[config.mk]
export PLATFORM = sky130hd
export DESIGN_NAME = tdm_cell
export DESIGN_NICKNAME = d
export VERILOG_FILES = /design/src/design/tdm_pkg.sv /design/src/design/tdm_cell.sv
export SDC_FILE = /design/constraint.sdc
export NUM_CORES = 1
export LEC_CHECK = 0
export BUFFER_PORTS_ARGS = -buffer_cell sky130_fd_sc_hd__buf_4
export CELL_PAD_IN_SITES_DETAIL_PLACEMENT = 1
export CELL_PAD_IN_SITES_GLOBAL_PLACEMENT = 2
export CORE_MARGIN = 8
export CORE_UTILIZATION = 20
export DETAILED_ROUTE_END_ITERATION = 7
export PLACE_DENSITY_LB_ADDON = 0.1
export SYNTH_ARGS = -nofsm -noshare
export SYNTH_HDL_FRONTEND = slang
export SYNTH_SLANG_ARGS = --single-unit
[constraint.sdc]
create_clock -name i_clk -period 2.25 [get_ports i_clk]
set_input_delay 0.45 -clock i_clk [delete_from_list [all_inputs] [get_ports i_clk]]
set_output_delay 0.45 -clock i_clk [all_outputs]
set_load 0.03 [all_outputs]
[src/design/tdm_pkg.sv]
// ----------------------------------------------------------------------------
// tdm_pkg: shared types and constants for the tile deduplicator
// Item structs, chain link struct, register codes, sequencer states and the
// byte reversal used to build the mirrored probe rows.
// ----------------------------------------------------------------------------
package tdm_pkg;

    // Store geometry
    localparam int STORE_TILES_DEF = 256;
    localparam int TILE_ROWS       = 8;
    localparam int ROW_W           = 16;
    localparam int TILE_W          = TILE_ROWS * ROW_W;
    localparam int N_VARIANTS      = 4;

    // Probe variant slots, in search priority order
    localparam int V_PLAIN = 0;
    localparam int V_VFLIP = 1;
    localparam int V_HFLIP = 2;
    localparam int V_BOTH  = 3;

    // Configuration port
    localparam int CFG_IW = 2;
    localparam int CFG_DW = 8;
    localparam logic [CFG_IW-1:0] CFG_BITS_PER_PIXEL = 2'd0;
    localparam logic [CFG_IW-1:0] CFG_DEDUP_ENABLE   = 2'd1;
    localparam logic [CFG_IW-1:0] CFG_MIRROR_ENABLE  = 2'd2;
    localparam logic [1:0] BPP_ONE_PLANE = 2'd1;
    localparam logic [1:0] BPP_RESET     = 2'd2;

    typedef logic [ROW_W-1:0]                  t_row;
    typedef logic [TILE_W-1:0]                 t_tile;
    typedef logic [N_VARIANTS-1:0][ROW_W-1:0]  t_probe;

    typedef struct packed {
        t_row row0;
        t_row row1;
        t_row row2;
        t_row row3;
        t_row row4;
        t_row row5;
        t_row row6;
        t_row row7;
    } t_in_item;

    typedef struct packed {
        logic [7:0] tile_number;
        logic       flip_horizontal;
        logic       flip_vertical;
        logic       newly_stored;
        logic       store_overflow;
    } t_out_item;

    // Control carried from one compare cell to the next
    typedef struct packed {
        logic                  valid;
        logic [N_VARIANTS-1:0] match;
    } t_link;

    typedef enum logic [1:0] {
        S_IDLE,
        S_SEARCH,
        S_DRAIN,
        S_FINISH
    } t_state;

    function automatic logic [7:0] rev8(input logic [7:0] b);
        logic [7:0] r;
        for (int k = 0; k < 8; k++) begin
            r[k] = b[7-k];
        end
        return r;
    endfunction

    // Horizontal mirror of one row: each plane byte reversed in place
    function automatic t_row rev_row(input t_row x);
        return {rev8(x[15:8]), rev8(x[7:0])};
    endfunction

endpackage

[src/design/tdm_cell.sv]
// ----------------------------------------------------------------------------
// tdm_cell: one row-compare cell of the match chain
// Compares the lowest row of the passing stored tile against its four probe
// rows, narrows the match vector and hands tile, index and match on.
// ----------------------------------------------------------------------------
module tdm_cell #(
    parameter int AW = 8
) (
    input  logic                i_clk,
    input  logic                i_rst_n,
    input  tdm_pkg::t_probe     i_probe,
    input  tdm_pkg::t_link      i_link,
    input  logic [AW-1:0]       i_idx,
    input  tdm_pkg::t_tile      i_tile,
    output tdm_pkg::t_link      o_link,
    output logic [AW-1:0]       o_idx,
    output tdm_pkg::t_tile      o_tile
);
    import tdm_pkg::*;

    t_link           r_link, n_link;
    logic [AW-1:0]   r_idx;
    t_tile           r_tile, n_tile;
    logic [N_VARIANTS-1:0] w_hit;

    // row compare against each variant
    always_comb begin
        for (int v = 0; v < N_VARIANTS; v++) begin
            w_hit[v] = (i_tile[ROW_W-1:0] == i_probe[v]);
        end
        n_link.valid = i_link.valid;
        n_link.match = i_link.match & w_hit;
        // next cell sees the following row at the bottom
        n_tile = {{ROW_W{1'b0}}, i_tile[TILE_W-1:ROW_W]};
    end

    // control register
    always_ff @(posedge i_clk) begin
        if (!i_rst_n) begin
            r_link <= '0;
        end else begin
            r_link <= n_link;
        end
    end

    // payload registers
    always_ff @(posedge i_clk) begin
        r_idx  <= i_idx;
        r_tile <= n_tile;
    end

    assign o_link = r_link;
    assign o_idx  = r_idx;
    assign o_tile = r_tile;

endmodule
==> flow_summary.ini <==
[status]
status = complete, no violations

[cts]
cts_sinks = 125
clockRootBuffer = clkbuf_16
cts_setup_buffers = 0
cts.path.max_buffers = 2
postCtsHoldBufs = 0
path_clk_slew_ns = 0.06
cts_buffers = 17
cts_tree = done
h-tree-depth = 4
cts_resized = 0

[placement]
place_congestion = 0.7233
dpl.hpwl_um = 14670
portBuffers = 331

[critical_path]
cp_max_fo = 4
path_class = input port to register
cp-end-kind = register
cp.arrival_ns = 1.70
start_kind = input port
cp_data_required_time_ns = 2.57

[routing]
drcViolationCount = 0
drt_wl_total_um = 16480
drt-pass1-iter-count = 4
viasPerCell = 3.639
dr_total_vias = 2977
drt_iter0_drc = 57
route.detailed.wl_per_inst_um = 20.15
antenna_left = 0

[cells_and_area]
n_antenna_cell = 0
finalNetCount = 787
syn2layout_area_growth_pct = 94.99
finish.utilization_pct = 39.44
drive_gt1_share_pct = 62.23

[floorplanning]
chipWidth_um = 147.3
io_pins = 348
rows = 48
dieArea_sq_um = 21710
initial_core_util_pct = 20.22
core_sq_um = 17060
dieHeight_um = 147.3

[synth]
yosysWarnings = 0
ys_seq_elements = 125
yosys-top-cells-area = dfxtp_1 73%, xnor2_1 13%, buf_4 3.5%
ys_seq_area_share_pct = 72.54
syn-cell-area_sq_um = 3450
synth_top_area_share_pct = 72.54
yosys.area.top_type = dfxtp_1
syn_area_per_cell_sq_um = 14.49
syn_inst = 238
synth_cell_type_count = 13

[power]
p_leak_nw = 3.191
total_power_mw = 6.170
peakVddDrop_mv = 0.4517
power_density_nw_per_um2 = 917.2

[worst_hold_path]
hp-class = input port to register
worstHoldPathCells = 1

[grt]
first_global_vias = 3267
grt_pass1_wl_um = 23290
antenna_found_initial = 1
grt_max_degree = 17
grt_usage_pct = 14.90
grt_remaining_overflow = 0

[timing]
fin_setup_tns_ns = 0
drv_slew = 0
worst_hold_slack_ns = 0.1416
fin_crit_ns = 1.379
rsz0062_at_grt = no
min_period_over_period_pct = 61.27
maxClockFrequency_mhz = 725.4
hold_viol = 0
setup_viol = 0

[run]
max_cap_violations = 0
-- per-stage QoR --
stage                     std cells  worst slack [ns]  cell area (sq um)
after floorplan                 253            0.7415               3506
after global placement          786            0.4041               6086
after detailed placement        786            0.3718               6086
after CTS                       818            0.8054               6726
after global routing            818            0.8142               6726
final                           818            0.8714               6726
-- cell usage in the layout (no fill, tap or decap), types with 2 or more instances in the layout --
master      count
clkinv_4        2
clkbuf_16      17
xnor2_1        50
conb_1         16
nand4_1        12
nand3_1         4
clkinv_2        2
or4_1           4
clkbuf_8        2
clkinvlp_4      3
inv_6           2
bufinv_16       4
buf_4         331
xor2_1         12
nor4_2          4
dfxtp_1       125
xnor2_2         2
-- flip-flops by register name, indices dropped and copies added, names as in the netlist --
name,cells
o_tile,112
o_idx,8
o_link,5
-- metal layers --
| metal | track usage (%) | routed length, um | vias up |
|---|---|---|---|
| met5 | 0 | 13 | - |
| met4 | 4.131 | 139 | 2 |
| met3 | 7.690 | 1583 | 11 |
| met2 | 26.95 | 8778 | 192 |
| met1 | 14.58 | 5965 | 1356 |
| li1 | - | - | 1416 |
-- final timing paths --
kind / start / endpoint
setup / recovery: i_tile[10] / o_link[1]$_SDFF_PN0_
hold / removal: i_tile[60] / o_tile[44]$_DFF_P_
-- synthesized netlist by cell type --
master    count
nand3_1       4
conb_1        1
buf_4        16
nand4_1      12
buf_6         5
or4_1         4
dfxtp_1     125
nor4_2        4
clkbuf_2      2
xor2_1       12
and2_1        1
xnor2_2       2
xnor2_1      50
-- worst max-delay path: stages --
cell and delay (ns):
buf_4 0.14, xnor2_1 0.22, nand4_1 0.13, or4_1 0.60, nor4_2 0.16
-- where the power goes --
group / switching (mW) / internal, mW / leakage [nW]
registers: 0.0299 / 2.33 / 1.05
logic: 0.466 / 0.440 / 1.83
clock network: 0.985 / 1.92 / 0.306
total: 1.48 / 4.69 / 3.19
-- cells by family (layout without fill, tap and decap cells) --
group	after synthesis	in the layout	synth area share (%)
other	1	16	0.1087
buffers and inverters	23	363	5.404
AND/OR/NAND/NOR	25	25	5.260
XOR/XNOR	64	64	16.68
flip-flops	125	125	72.54
-- final cells by class --
cell class	instances	area [sq um]
clock buffers	19	452.9
repair buffers	331	2485
fillers	1904	10330
well taps	225	281.5
flip-flops and latches	125	2502
clock inverters	13	187.7
multi-input cells	105	817.0
(Power assumes the default switching activity.)
